$ cat src/sv/microsecond_timer_alarms_watchdog_core_assert.svh
`ifndef MICROSECOND_TIMER_ALARMS_WATCHDOG_CORE_ASSERT_SVH
`define MICROSECOND_TIMER_ALARMS_WATCHDOG_CORE_ASSERT_SVH

// same-cycle implication
`define MTAW_ASSERT_IMPL(lbl, ck, rn, ante, cons, msg) \
    lbl: assert property (@(posedge ck) disable iff (!rn) (ante) |-> (cons)) \
        else $error(msg);

// next-cycle implication
`define MTAW_ASSERT_NEXT(lbl, ck, rn, ante, cons, msg) \
    lbl: assert property (@(posedge ck) disable iff (!rn) (ante) |=> (cons)) \
        else $error(msg);

`endif

$ cat src/sv/mtaw_pkg.sv
package mtaw_pkg;

    localparam int NUM_ALARMS_DEF    = 4;
    localparam int SCRATCH_WORDS_DEF = 8;

    typedef enum logic [1:0]
    {
        OP_TICK  = 2'd0,
        OP_READ  = 2'd1,
        OP_WRITE = 2'd2
    } op_t;

    localparam logic BLK_TIMER = 1'b0;
    localparam logic BLK_WDOG  = 1'b1;

    localparam logic [4:0] TW_HIGH      = 5'd0;
    localparam logic [4:0] TW_LOW       = 5'd1;
    localparam logic [4:0] TW_LATCHED   = 5'd2;
    localparam logic [4:0] TW_LOW_LATCH = 5'd3;
    localparam logic [4:0] TW_ALARM0    = 5'd4;
    localparam logic [4:0] TW_ARMED     = 5'd8;
    localparam logic [4:0] TW_HIGH_RO   = 5'd9;
    localparam logic [4:0] TW_LOW_RO    = 5'd10;
    localparam logic [4:0] TW_DBG_PAUSE = 5'd11;
    localparam logic [4:0] TW_PAUSE     = 5'd12;
    localparam logic [4:0] TW_RAW       = 5'd13;
    localparam logic [4:0] TW_ENABLE    = 5'd14;
    localparam logic [4:0] TW_FORCE     = 5'd15;
    localparam logic [4:0] TW_STATUS    = 5'd16;

    localparam logic [4:0] WW_CONTROL    = 5'd0;
    localparam logic [4:0] WW_LOAD       = 5'd1;
    localparam logic [4:0] WW_REASON     = 5'd2;
    localparam logic [4:0] WW_SCRATCH0   = 5'd3;
    localparam logic [4:0] WW_TICK_SETUP = 5'd11;

    localparam int WD_ENABLE_BIT  = 30;
    localparam int WD_TRIGGER_BIT = 31;
    localparam int TS_EXT_BIT     = 9;

    localparam logic [1:0] REASON_NONE    = 2'd0;
    localparam logic [1:0] REASON_EXPIRED = 2'd1;
    localparam logic [1:0] REASON_TRIGGER = 2'd2;

    typedef struct packed
    {
        op_t         op;
        logic        blk;
        logic [4:0]  word;
        logic [31:0] data;
    } item_t;

    typedef struct packed
    {
        logic        en;
        logic [63:0] count_now;
        logic [63:0] count_chk;
    } chk_t;

endpackage

$ cat src/sv/mtaw_timer.sv
module mtaw_timer #(
    parameter int NUM_ALARMS = mtaw_pkg::NUM_ALARMS_DEF
) (
    input  logic                clk,
    input  logic                rst_n,
    input  logic                proc,
    input  mtaw_pkg::item_t     item,
    output mtaw_pkg::chk_t      chk,
    output logic [31:0]         rdata,
    output logic [3:0]          irq_next
);

    localparam int AIW = (NUM_ALARMS > 1) ? $clog2(NUM_ALARMS) : 1;
    localparam logic [4:0] ALARM_END = 5'(int'(mtaw_pkg::TW_ALARM0) + NUM_ALARMS);

    logic [63:0]           count_reg, count_next;
    logic [31:0]           latched_high_reg, latched_high_next;
    logic [31:0]           target_reg [NUM_ALARMS];
    logic [31:0]           target_next [NUM_ALARMS];
    logic [NUM_ALARMS-1:0] armed_reg, armed_next;
    logic [NUM_ALARMS-1:0] raw_reg, raw_next;
    logic [NUM_ALARMS-1:0] en_reg, en_next;
    logic [NUM_ALARMS-1:0] force_reg, force_next;
    logic [31:0]           debug_pause_reg, debug_pause_next;
    logic [31:0]           pause_reg, pause_next;

    logic                  is_tick, is_rd, is_wr, alarm_sel, alarm_wr, check_en;
    logic [AIW-1:0]        alarm_idx;
    logic [63:0]           count_chk;
    logic [NUM_ALARMS-1:0] fire;
    logic [31:0]           diff;

    always_comb
    begin
        is_tick   = (item.op == mtaw_pkg::OP_TICK);
        is_rd     = (item.op == mtaw_pkg::OP_READ) && (item.blk == mtaw_pkg::BLK_TIMER);
        is_wr     = (item.op == mtaw_pkg::OP_WRITE) && (item.blk == mtaw_pkg::BLK_TIMER);
        alarm_sel = (item.word >= mtaw_pkg::TW_ALARM0) && (item.word < ALARM_END);
        alarm_idx = AIW'(item.word - mtaw_pkg::TW_ALARM0);
        alarm_wr  = is_wr && alarm_sel;
        count_chk = is_tick ? count_reg + 64'd1 : count_reg;
        check_en  = (is_tick || alarm_wr) && (pause_reg == 32'd0);

        count_next        = count_chk;
        latched_high_next = latched_high_reg;
        target_next       = target_reg;
        armed_next        = armed_reg;
        raw_next          = raw_reg;
        en_next           = en_reg;
        force_next        = force_reg;
        debug_pause_next  = debug_pause_reg;
        pause_next        = pause_reg;
        rdata             = 32'd0;

        if (alarm_wr)
        begin
            target_next[alarm_idx] = item.data;
            armed_next[alarm_idx]  = 1'b1;
        end

        for (int k = 0; k < NUM_ALARMS; k++)
        begin
            diff    = count_chk[31:0] - target_next[k];
            fire[k] = check_en && armed_next[k] && !diff[31];
        end
        armed_next = armed_next & ~fire;
        raw_next   = raw_next | fire;

        if (is_wr)
        begin
            unique case (item.word)
                mtaw_pkg::TW_HIGH:      count_next = {item.data, count_reg[31:0]};
                mtaw_pkg::TW_LOW:       count_next = {count_reg[63:32], item.data};
                mtaw_pkg::TW_ARMED:     armed_next = armed_reg & ~item.data[NUM_ALARMS-1:0];
                mtaw_pkg::TW_DBG_PAUSE: debug_pause_next = item.data;
                mtaw_pkg::TW_PAUSE:     pause_next = item.data;
                mtaw_pkg::TW_RAW:       raw_next = raw_reg & ~item.data[NUM_ALARMS-1:0];
                mtaw_pkg::TW_ENABLE:    en_next = item.data[NUM_ALARMS-1:0];
                mtaw_pkg::TW_FORCE:     force_next = item.data[NUM_ALARMS-1:0];
                default:                ;
            endcase
        end

        if (is_rd)
        begin
            unique case (item.word)
                mtaw_pkg::TW_HIGH,
                mtaw_pkg::TW_HIGH_RO:   rdata = count_reg[63:32];
                mtaw_pkg::TW_LOW,
                mtaw_pkg::TW_LOW_RO:    rdata = count_reg[31:0];
                mtaw_pkg::TW_LATCHED:   rdata = latched_high_reg;
                mtaw_pkg::TW_LOW_LATCH:
                begin
                    rdata             = count_reg[31:0];
                    latched_high_next = count_reg[63:32];
                end
                mtaw_pkg::TW_ARMED:     rdata = 32'(armed_reg);
                mtaw_pkg::TW_DBG_PAUSE: rdata = debug_pause_reg;
                mtaw_pkg::TW_PAUSE:     rdata = pause_reg;
                mtaw_pkg::TW_RAW:       rdata = 32'(raw_reg);
                mtaw_pkg::TW_ENABLE:    rdata = 32'(en_reg);
                mtaw_pkg::TW_FORCE:     rdata = 32'(force_reg);
                mtaw_pkg::TW_STATUS:    rdata = 32'((raw_reg | force_reg) & en_reg);
                default:
                begin
                    if (alarm_sel)
                    begin
                        rdata = target_reg[alarm_idx];
                    end
                end
            endcase
        end

        irq_next      = 4'((raw_next | force_next) & en_next);
        chk.en        = proc && check_en;
        chk.count_now = count_reg;
        chk.count_chk = count_chk;
    end

    always_ff @(posedge clk or negedge rst_n)
    begin
        if (!rst_n)
        begin
            count_reg        <= 64'd0;
            latched_high_reg <= 32'd0;
            for (int k = 0; k < NUM_ALARMS; k++)
            begin
                target_reg[k] <= 32'd0;
            end
            armed_reg        <= '0;
            raw_reg          <= '0;
            en_reg           <= '0;
            force_reg        <= '0;
            debug_pause_reg  <= 32'd0;
            pause_reg        <= 32'd0;
        end
        else if (proc && (item.op == mtaw_pkg::OP_TICK || item.blk == mtaw_pkg::BLK_TIMER))
        begin
            count_reg        <= count_next;
            latched_high_reg <= latched_high_next;
            target_reg       <= target_next;
            armed_reg        <= armed_next;
            raw_reg          <= raw_next;
            en_reg           <= en_next;
            force_reg        <= force_next;
            debug_pause_reg  <= debug_pause_next;
            pause_reg        <= pause_next;
        end
    end

endmodule

$ cat src/sv/mtaw_wdog.sv
module mtaw_wdog #(
    parameter int SCRATCH_WORDS = mtaw_pkg::SCRATCH_WORDS_DEF
) (
    input  logic            clk,
    input  logic            rst_n,
    input  logic            proc,
    input  mtaw_pkg::item_t item,
    input  mtaw_pkg::chk_t  chk,
    output logic [31:0]     rdata,
    output logic            rst_out
);

    localparam int SIW = (SCRATCH_WORDS > 1) ? $clog2(SCRATCH_WORDS) : 1;
    localparam logic [4:0] SCRATCH_END =
        5'(int'(mtaw_pkg::WW_SCRATCH0) + SCRATCH_WORDS);

    logic [31:0]    control_reg, control_next;
    logic [23:0]    load_reg, load_next;
    logic [1:0]     reason_reg, reason_next;
    logic [31:0]    scratch_reg [SCRATCH_WORDS];
    logic [31:0]    scratch_next [SCRATCH_WORDS];
    logic [31:0]    tick_setup_reg, tick_setup_next;
    logic [63:0]    deadline_reg, deadline_next;

    logic           is_rd, is_wr, scratch_sel;
    logic [SIW-1:0] scratch_idx;

    always_comb
    begin
        is_rd       = (item.op == mtaw_pkg::OP_READ) && (item.blk == mtaw_pkg::BLK_WDOG);
        is_wr       = (item.op == mtaw_pkg::OP_WRITE) && (item.blk == mtaw_pkg::BLK_WDOG);
        scratch_sel = (item.word >= mtaw_pkg::WW_SCRATCH0) && (item.word < SCRATCH_END);
        scratch_idx = SIW'(item.word - mtaw_pkg::WW_SCRATCH0);

        control_next    = control_reg;
        load_next       = load_reg;
        reason_next     = reason_reg;
        scratch_next    = scratch_reg;
        tick_setup_next = tick_setup_reg;
        deadline_next   = deadline_reg;
        rdata           = 32'd0;
        rst_out         = 1'b0;

        if (is_wr)
        begin
            unique case (item.word)
                mtaw_pkg::WW_CONTROL:
                begin
                    control_next = item.data;
                    if (item.data[mtaw_pkg::WD_TRIGGER_BIT])
                    begin
                        reason_next = mtaw_pkg::REASON_TRIGGER;
                        rst_out     = 1'b1;
                    end
                    deadline_next = item.data[mtaw_pkg::WD_ENABLE_BIT]
                                  ? chk.count_now + 64'(load_reg[23:1]) : 64'd0;
                end
                mtaw_pkg::WW_LOAD:
                begin
                    load_next = item.data[23:0];
                    if (control_reg[mtaw_pkg::WD_ENABLE_BIT])
                    begin
                        deadline_next = chk.count_now + 64'(item.data[23:1]);
                    end
                end
                mtaw_pkg::WW_REASON:     reason_next = mtaw_pkg::REASON_NONE;
                mtaw_pkg::WW_TICK_SETUP: tick_setup_next = item.data;
                default:
                begin
                    if (scratch_sel)
                    begin
                        scratch_next[scratch_idx] = item.data;
                    end
                end
            endcase
        end

        if (chk.en && control_reg[mtaw_pkg::WD_ENABLE_BIT] && (deadline_reg != 64'd0)
            && (chk.count_chk >= deadline_reg))
        begin
            deadline_next = 64'd0;
            reason_next   = mtaw_pkg::REASON_EXPIRED;
            rst_out       = 1'b1;
        end

        if (is_rd)
        begin
            unique case (item.word)
                mtaw_pkg::WW_CONTROL:    rdata = control_reg;
                mtaw_pkg::WW_LOAD:       rdata = 32'(load_reg);
                mtaw_pkg::WW_REASON:     rdata = 32'(reason_reg);
                mtaw_pkg::WW_TICK_SETUP:
                begin
                    rdata = {21'd0, {2{tick_setup_reg[mtaw_pkg::TS_EXT_BIT]}},
                             tick_setup_reg[8:0]};
                end
                default:
                begin
                    if (scratch_sel)
                    begin
                        rdata = scratch_reg[scratch_idx];
                    end
                end
            endcase
        end
    end

    always_ff @(posedge clk or negedge rst_n)
    begin
        if (!rst_n)
        begin
            control_reg    <= 32'd0;
            load_reg       <= 24'd0;
            reason_reg     <= mtaw_pkg::REASON_NONE;
            for (int k = 0; k < SCRATCH_WORDS; k++)
            begin
                scratch_reg[k] <= 32'd0;
            end
            tick_setup_reg <= 32'd0;
            deadline_reg   <= 64'd0;
        end
        else if (proc)
        begin
            control_reg    <= control_next;
            load_reg       <= load_next;
            reason_reg     <= reason_next;
            scratch_reg    <= scratch_next;
            tick_setup_reg <= tick_setup_next;
            deadline_reg   <= deadline_next;
        end
    end

endmodule

$ cat src/sv/microsecond_timer_alarms_watchdog_core.sv
// Microsecond timer with compare alarms and a watchdog.
// Input stream: one transfer per item, either a one-microsecond tick or a
// register read or write to the timer or watchdog space. tuser carries the
// opcode and the target block, tdata the word index and the write data.
// Output stream: exactly one transfer per input item, in order, carrying the
// read data, the four interrupt lines and the machine reset flag.
// Path: an accepted item waits in the input register, is processed, and its
// result is offered from the result register.
// Throughput: one item per cycle while the output is taken. The whole item,
// with the 64-bit tick increment, parallel alarm compares and 64-bit deadline
// compare, resolves combinationally between the input and result registers.
// Reset: counter, alarms, masks, watchdog state and scratch words clear to
// zero; both registers empty. The machine reset output is only a flag in the
// result and does not clear any state here.
// Stall: while the output is not taken the result register holds, the input
// register takes one more item if it is empty, then s_axis_tready drops.
`include "microsecond_timer_alarms_watchdog_core_assert.svh"

module microsecond_timer_alarms_watchdog_core #(
    parameter int NUM_ALARMS    = mtaw_pkg::NUM_ALARMS_DEF,
    parameter int SCRATCH_WORDS = mtaw_pkg::SCRATCH_WORDS_DEF
) (
    input  logic        clk,
    input  logic        rst_n,
    input  logic        s_axis_tvalid,
    output logic        s_axis_tready,
    input  logic [39:0] s_axis_tdata,   // word_index, write_data, zero pad
    input  logic [2:0]  s_axis_tuser,   // opcode, target_block
    output logic        m_axis_tvalid,
    input  logic        m_axis_tready,
    output logic [39:0] m_axis_tdata    // read_data, irq_lines, machine_reset, zero pad
);

    logic            in_valid_reg;
    mtaw_pkg::item_t in_item_reg;
    logic            out_valid_reg;
    logic [31:0]     out_rdata_reg;
    logic [3:0]      out_irq_reg;
    logic            out_rst_reg;

    logic            proc;
    mtaw_pkg::item_t in_item;
    mtaw_pkg::chk_t  chk;
    logic [31:0]     tm_rdata, wd_rdata;
    logic [3:0]      irq_next;
    logic            wd_rst;

    assign proc          = in_valid_reg && (!out_valid_reg || m_axis_tready);
    assign s_axis_tready = !in_valid_reg || proc;
    assign m_axis_tvalid = out_valid_reg;
    assign m_axis_tdata  = {3'd0, out_rst_reg, out_irq_reg, out_rdata_reg};

    always_comb
    begin
        in_item.op   = mtaw_pkg::op_t'(s_axis_tuser[1:0]);
        in_item.blk  = s_axis_tuser[2];
        in_item.word = s_axis_tdata[4:0];
        in_item.data = s_axis_tdata[36:5];
    end

    mtaw_timer #(
        .NUM_ALARMS (NUM_ALARMS)
    ) u_timer (
        .clk      (clk),
        .rst_n    (rst_n),
        .proc     (proc),
        .item     (in_item_reg),
        .chk      (chk),
        .rdata    (tm_rdata),
        .irq_next (irq_next)
    );

    mtaw_wdog #(
        .SCRATCH_WORDS (SCRATCH_WORDS)
    ) u_wdog (
        .clk     (clk),
        .rst_n   (rst_n),
        .proc    (proc),
        .item    (in_item_reg),
        .chk     (chk),
        .rdata   (wd_rdata),
        .rst_out (wd_rst)
    );

    always_ff @(posedge clk or negedge rst_n)
    begin
        if (!rst_n)
        begin
            in_valid_reg  <= 1'b0;
            out_valid_reg <= 1'b0;
        end
        else
        begin
            if (s_axis_tready)
            begin
                in_valid_reg <= s_axis_tvalid;
            end
            if (proc)
            begin
                out_valid_reg <= 1'b1;
            end
            else if (m_axis_tready)
            begin
                out_valid_reg <= 1'b0;
            end
        end
    end

    always_ff @(posedge clk)
    begin
        if (s_axis_tready && s_axis_tvalid)
        begin
            in_item_reg <= in_item;
        end
        if (proc)
        begin
            out_rdata_reg <= (in_item_reg.blk == mtaw_pkg::BLK_WDOG) ? wd_rdata : tm_rdata;
            out_irq_reg   <= irq_next;
            out_rst_reg   <= wd_rst;
        end
    end

    `MTAW_ASSERT_NEXT(a_proc_fills_out, clk, rst_n, proc, out_valid_reg,
        "processed item left no result")
    `MTAW_ASSERT_NEXT(a_in_holds, clk, rst_n, in_valid_reg && !proc,
        in_valid_reg && $stable(in_item_reg), "held input item lost or changed")
    `MTAW_ASSERT_IMPL(a_rst_source, clk, rst_n, proc && wd_rst,
        in_item_reg.op == mtaw_pkg::OP_TICK || in_item_reg.op == mtaw_pkg::OP_WRITE,
        "machine reset raised by a read or unused opcode")
    `MTAW_ASSERT_NEXT(a_rdata_zero, clk, rst_n, proc && in_item_reg.op != mtaw_pkg::OP_READ,
        out_rdata_reg == 32'd0, "read data nonzero on a non-read item")

endmodule

$ cat config.mk
export PLATFORM = sky130hd
export DESIGN_NAME = microsecond_timer_alarms_watchdog_core
export DESIGN_NICKNAME = d
export VERILOG_FILES = /design/src/sv/mtaw_pkg.sv /design/src/sv/mtaw_timer.sv /design/src/sv/mtaw_wdog.sv /design/src/sv/microsecond_timer_alarms_watchdog_core.sv
export VERILOG_INCLUDE_DIRS = /design/src /design/src/sv
export SDC_FILE = /design/constraint.sdc
export NUM_CORES = 2
export LEC_CHECK = 0
export ABC_AREA = 1
export BUFFER_PORTS_ARGS = -buffer_cell sky130_fd_sc_hd__buf_2
export CORE_ASPECT_RATIO = 1.4
export CORE_MARGIN = 2
export CORE_UTILIZATION = 28
export DETAILED_ROUTE_END_ITERATION = 8
export HOLD_SLACK_MARGIN = 0.06
export SLEW_MARGIN = 20
export SYNTH_ARGS = -nofsm -noshare
export SYNTH_HDL_FRONTEND = slang
export SYNTH_HIERARCHICAL = 1
export SYNTH_SLANG_ARGS = --single-unit
$ cat constraint.sdc
create_clock -name clk -period 4 [get_ports clk]
set_clock_uncertainty 0.2 [all_clocks]
set_input_delay 0.2 -clock clk [delete_from_list [all_inputs] [get_ports clk]]
set_output_delay 0.2 -clock clk [all_outputs]
set_load 0.02 [all_outputs]
; Yosys cells after proc, flatten, opt, wreduce, memory -nomap -nowiden
; Cells that the tools add are included.
[word_totals]
ff_bits = 771
inputBits = 47
out_inout_bits = 42
wordCells = 194
[classes]
n_addsub = 9
n_lt_le_gt_ge = 11
eq_ne = 18
muxes = 48
bitwise = 15
reduce_logical = 58
[ops]
columns = op, count
row1 = two-way mux 64 bit, 6
row2 = two-way mux 32 bit, 11
row3 = case mux 32 bit (10 select lines), 1
row4 = bitwise mux 256 bit, 1
row5 = case mux 64 bit (2 select lines), 2
row6 = adder 64 x 23 -> 64 bit, 2
row7 = bitwise mux 128 bit, 1
row8 = two-way mux 128 bit, 1
row9 = case mux 32 bit (4 select lines), 1
row10 = subtractor 32 bit, 4
row11 = binary-select mux 32 bit (select 3 bit), 1
row12 = demux 32 bit (select 3 bit), 1
row13 = adder 64 x 1 -> 64 bit (second input constant), 1
row14 = binary-select mux 32 bit (select 2 bit), 1
row15 = demux 32 bit (select 2 bit), 1
row16 = >= comparator 64 bit, 1
row17 = nonzero test 64 bit, 1
row18 = == test 5 x 4 -> 1 bit (second input constant), 8
row19 = two-way mux 4 bit, 9
row20 = bitwise AND 32 x 4 -> 32 bit, 1
row21 = logical NOT 32 bit, 1
row22 = logical AND 1 bit, 26
row23 = AND reduction 3 bit, 6
row24 = bitwise AND 4 bit, 4
row25 = 39 further kinds, 67

; Depth between registers and ports, before layout
[depth]
word_depth = 16
mapped_depth = 31
ltp_nobuf = 29

; Modules after synthesis
; Netlist, hierarchy kept.
[modules_own_cells]
columns = module, n_inst, cells_each, area_per_inst_um2, seq_area_each_um2
row1 = mtaw_wdog, 1, 3746, 25688.4, 9709.3
row2 = mtaw_timer, 1, 2776, 20312.0, 7607.3
row3 = microsecond_timer_alarms_watchdog_core, 1, 197, 3049.2, 2362.3

; Worst setup path before layout
; Ideal clock, no wire load.
[synth_timing]
kind = register to register
start = register out_valid_reg, in the netlist m_axis_tvalid
end = register u_timer.count_reg[1]
setup_ns = 0.137
t_arrival_ns = 4.224
t_required_ns = 3.663
path_slack_ns = -0.561
stages_incl_launch_ff = 9
path_buffers = 2
synth_period_minus_slack_ns = 4.561
cell_sequence = dfrtp_1 -> a21oi_1 -> inv_1 -> a21oi_1 -> inv_1 -> nor2_1 -> clkbuf_1 -> clkbuf_1 -> a31oi_1
[synth_between]
elab_chain_cells = 5
[synth_lines]
columns = element, line
row1 = start: declaration, microsecond_timer_alarms_watchdog_core.sv:36  ; logic out_valid_reg;
row2 = start signal: assignment, microsecond_timer_alarms_watchdog_core.sv:90  ; out_valid_reg <= 1'b0;
row3 = start signal: assignment, microsecond_timer_alarms_watchdog_core.sv:100  ; out_valid_reg <= 1'b1;
row4 = start signal: assignment, microsecond_timer_alarms_watchdog_core.sv:104  ; out_valid_reg <= 1'b0;
row5 = logical NOT 1 bit, microsecond_timer_alarms_watchdog_core.sv:48  ; assign proc = in_valid_reg && (!out_valid_reg || m_axis_tready);
row6 = logical OR 1 bit, microsecond_timer_alarms_watchdog_core.sv:48
row7 = logical AND 1 bit, microsecond_timer_alarms_watchdog_core.sv:48
row8 = net proc, microsecond_timer_alarms_watchdog_core.sv:41  ; logic proc;
row9 = logical AND 1 bit, mtaw_timer.sv:137  ; else if (proc && (item.op == mtaw_pkg::OP_TICK || item.blk == mtaw_pkg::BLK_TIMER))
row10 = AND reduction 2 bit (no source line), --
row11 = end signal: assignment, mtaw_timer.sv:139  ; count_reg <= count_next;
row12 = end: declaration, mtaw_timer.sv:16  ; logic [63:0] count_reg, count_next;
; The timed path passes the listed nets, and every way through them passes these cells.
; A chain may end at the register's enable or synchronous reset.

==> flow_summary.yaml <==
clock_network:
  cts_buffers: 81
  cts_tree: "built"
  ctsRootBufferMaster: "clkbuf_16"
  clk_latency_ns: 0.73
  htreeDepth: 3
  clock_tree.buffer_depth: 3
  cts.sinks: 771
  clkTransAtPathRegs_ns: 0.07
die:
  io-pin-count: 89
  die_w_um: 358
  initial_core_util_pct: 28.2
  dieArea_um2: 179000
  rows: 181
  dieHeight_um: 499
  core_um2: 174000
synthesis:
  syn_avg_cell_area_um2: 7.30
  ys.flop_type: "dfrtp_1"
  synth_area_um2: 49000
  yosysSeqAreaShare_pct: 40.1
  synthArstFlopShare_pct: 90.0
  synth_edf_count: 77
  syn_inst: 6719
  ys_types: 71
  synth_warnings: 6
  ys_seq_elements: 771
critical_path:
  crit_family: "simple AND/OR/NAND/NOR gates"
  worstPathArrival_ns: 5.10
  critPathKind: "reg2reg"
  crit_path_end_kind: "register"
  critPathBufInv: 5
  critPathLaunchType: "register"
  r2r_cells: 28
  cp_slowest_cell: "dfrtp_1"
  crit_cells: 28
  cpMostUsedCell: "nand2_1"
  cp_max_fo: 11
  required_ns: 4.36
  max_stage_delay_ns: 0.41
grt:
  grt_pass1_wl_um: 340000
  grtUsageTotal_pct: 26.1
  grt_max_degree: 99
  antenna_found_initial: 17
  grt_pass1_vias: 49300
  grt-ovfl-total: 0
timing:
  max_freq_mhz: 211
  period_minus_slack_ns: 4.73
  period_share_pct: 118
  worst_pin_slew_ns: 1.04
  max-slew-margin-rel_pct: 31.0
  rsz0062_at_grt: "true"
  slew_violations: 0
  finalSetupViolations: 79
  hold_violations: 0
  timing.hold.ws_ns: 0.115
  worst_slack_ns: -0.735
routing:
  drt_iter0_drc: 5152
  drtAntennaViolNets: 0
  wl_per_cell_um: 24.5
  dr.pass1.iters: 6
  drc: 0
  wl_um: 238000
  viasPerCell: 5.26
  dr_total_vias: 51200
run:
  drv_cap: 0
placement:
  hpwl_um: 181000
  portBuffers: 82
  gp_congestion: 1.02
pwr:
  p_per_area_nw_per_um2: 503
  total_power_mw: 31.0
  ir_drop_mv: 0.347
  leakage_nw: 29.3
layout:
  area_growth_pct: 25.8
  final_cell_mix: "nand2_1 (2,005), inv_1 (693), dfrtp_1 (693)"
  final_common_cell: "nand2_1"
  drive_gt1_share_pct: 16.9
  largest_reg_flops: 256
  nets: 7664
outcome:
  violations: "setup timing"
  status: "finished with violations"
hold_path:
  hold_class: "in2async"
cell usage after synthesis (8+ instances only):
cell	n	area (µm²)
edfxtp_1	77	2310
buf_1	9	33.8
nand3_1	338	1690
o21ai_1	234	1170
a22o_1	8	70.1
o22ai_1	126	788
nor2_1	504	1890
dfrtp_1	694	17400
clkbuf_1	193	724
nor3_1	112	561
o221ai_1	14	123
nor4_1	33	206
buf_6	24	270
nand3b_1	13	97.6
buf_4	9	67.6
o2111ai_1	27	236
a221oi_1	16	140
inv_2	22	82.6
buf_2	60	300
nor2_4	8	90.1
nand4_1	76	475
nand2_1	2045	7680
or2_2	17	106
o22a_1	8	70.1
inv_1	702	2640
nand2_2	18	113
xor2_1	57	499
a22oi_1	49	368
o21ai_0	523	2620
nand4_4	8	170
nor2_2	13	81.3
ha_1	227	2840
a211oi_1	18	135
a31oi_1	32	200
a32oi_1	18	158
a21oi_1	212	1060
o21ai_2	63	552
xnor2_1	17	149
o21a_1	10	75.1
cell type report:
type,count,area [µm²]
inverter,730,2750
timing repair buffer,883,7370
clock buffer,114,2370
tap,2287,2860
multi-input combinational,4921,26200
antenna,8,20.0
fill,18200,112000
sequential,771,19700
clock inverter,34,442
through the flow:
step                setup TNS [ns]  utilization (%)  instance area, µm²  setup WS, ns  std cells
floorplan                        0                -               49100       0.00214       6721
global placement            -49.70             32.4               56300        -0.730       9447
detailed placement          -52.04             32.4               56300        -0.769       9447
CTS                         -35.68             34.9               60800        -0.575       9710
global route                -63.98             35.5               61700        -0.932       9741
finish                      -48.72             35.5               61700        -0.735       9748
worst paths after layout:
| path | from | to | slack (ns) |
|---|---|---|---|
| hold reg to reg | u_wdog/deadline_reg[55] | u_wdog/deadline_reg[55] | 0.27 |
| max in group asynchronous | rst_n | u_wdog/scratch_reg[105] | 2.79 |
| setup / recovery | u_timer/count_reg[0] | u_wdog/deadline_reg[32] | -0.73 |
| setup reg to reg | u_timer/count_reg[0] | u_wdog/deadline_reg[32] | -0.73 |
| hold / removal | rst_n | u_wdog/deadline_reg[34] | 0.11 |
| min in group clk | s_axis_tdata[7] | in_item_reg[2] | 0.13 |
where the power goes:
| part | switching [mW] | total (mW) | internal (mW) |
|---|---|---|---|
| registers | 0.806 | 9.75 | 8.94 |
| clock network | 3.58 | 8.11 | 4.53 |
| logic | 8.25 | 13.2 | 4.92 |
| total | 12.6 | 31.0 | 18.4 |
timing repair:
action | in CTS | in global routing
gates cloned | 5 | 2
endpoints found under the setup margin | 117 | 83
resized for setup | 99 | 130
pin swaps | 17 | 43
hold buffers | 82 | 0
hold endpoints to repair | 622 | 0
buffers inserted | 30 | 31
per-layer routing:
layer  global-route usage, %  vias to the layer above  wire length [µm]
met5                       0                        -                36
met4                    21.1                        6             23400
met3                    4.39                      727             16100
met2                    43.7                     2390            113000
met1                    29.1                    24500             86100
li1                        -                    23600                 -
cells by family after synthesis:
| family | Yosys count | synth area share, % |
|---|---|---|
| XOR/XNOR | 75 | 1.35 |
| multiplexers | 2 | 0.0459 |
| AO/OA/AOI/OAI | 1400 | 16.6 |
| other | 1 | 0.00765 |
| buffers and inverters | 1029 | 8.57 |
| flip-flops | 771 | 40.1 |
| adder cells (fa/ha/maj) | 229 | 5.87 |
| AND/OR/NAND/NOR | 3212 | 27.4 |
tightest hold or removal path, cell delays in order:
cell and delay [ns]:
dlygate4sd3_1 0.57, buf_8 0.30, buf_16 0.29
(Power assumes the default switching activity.)
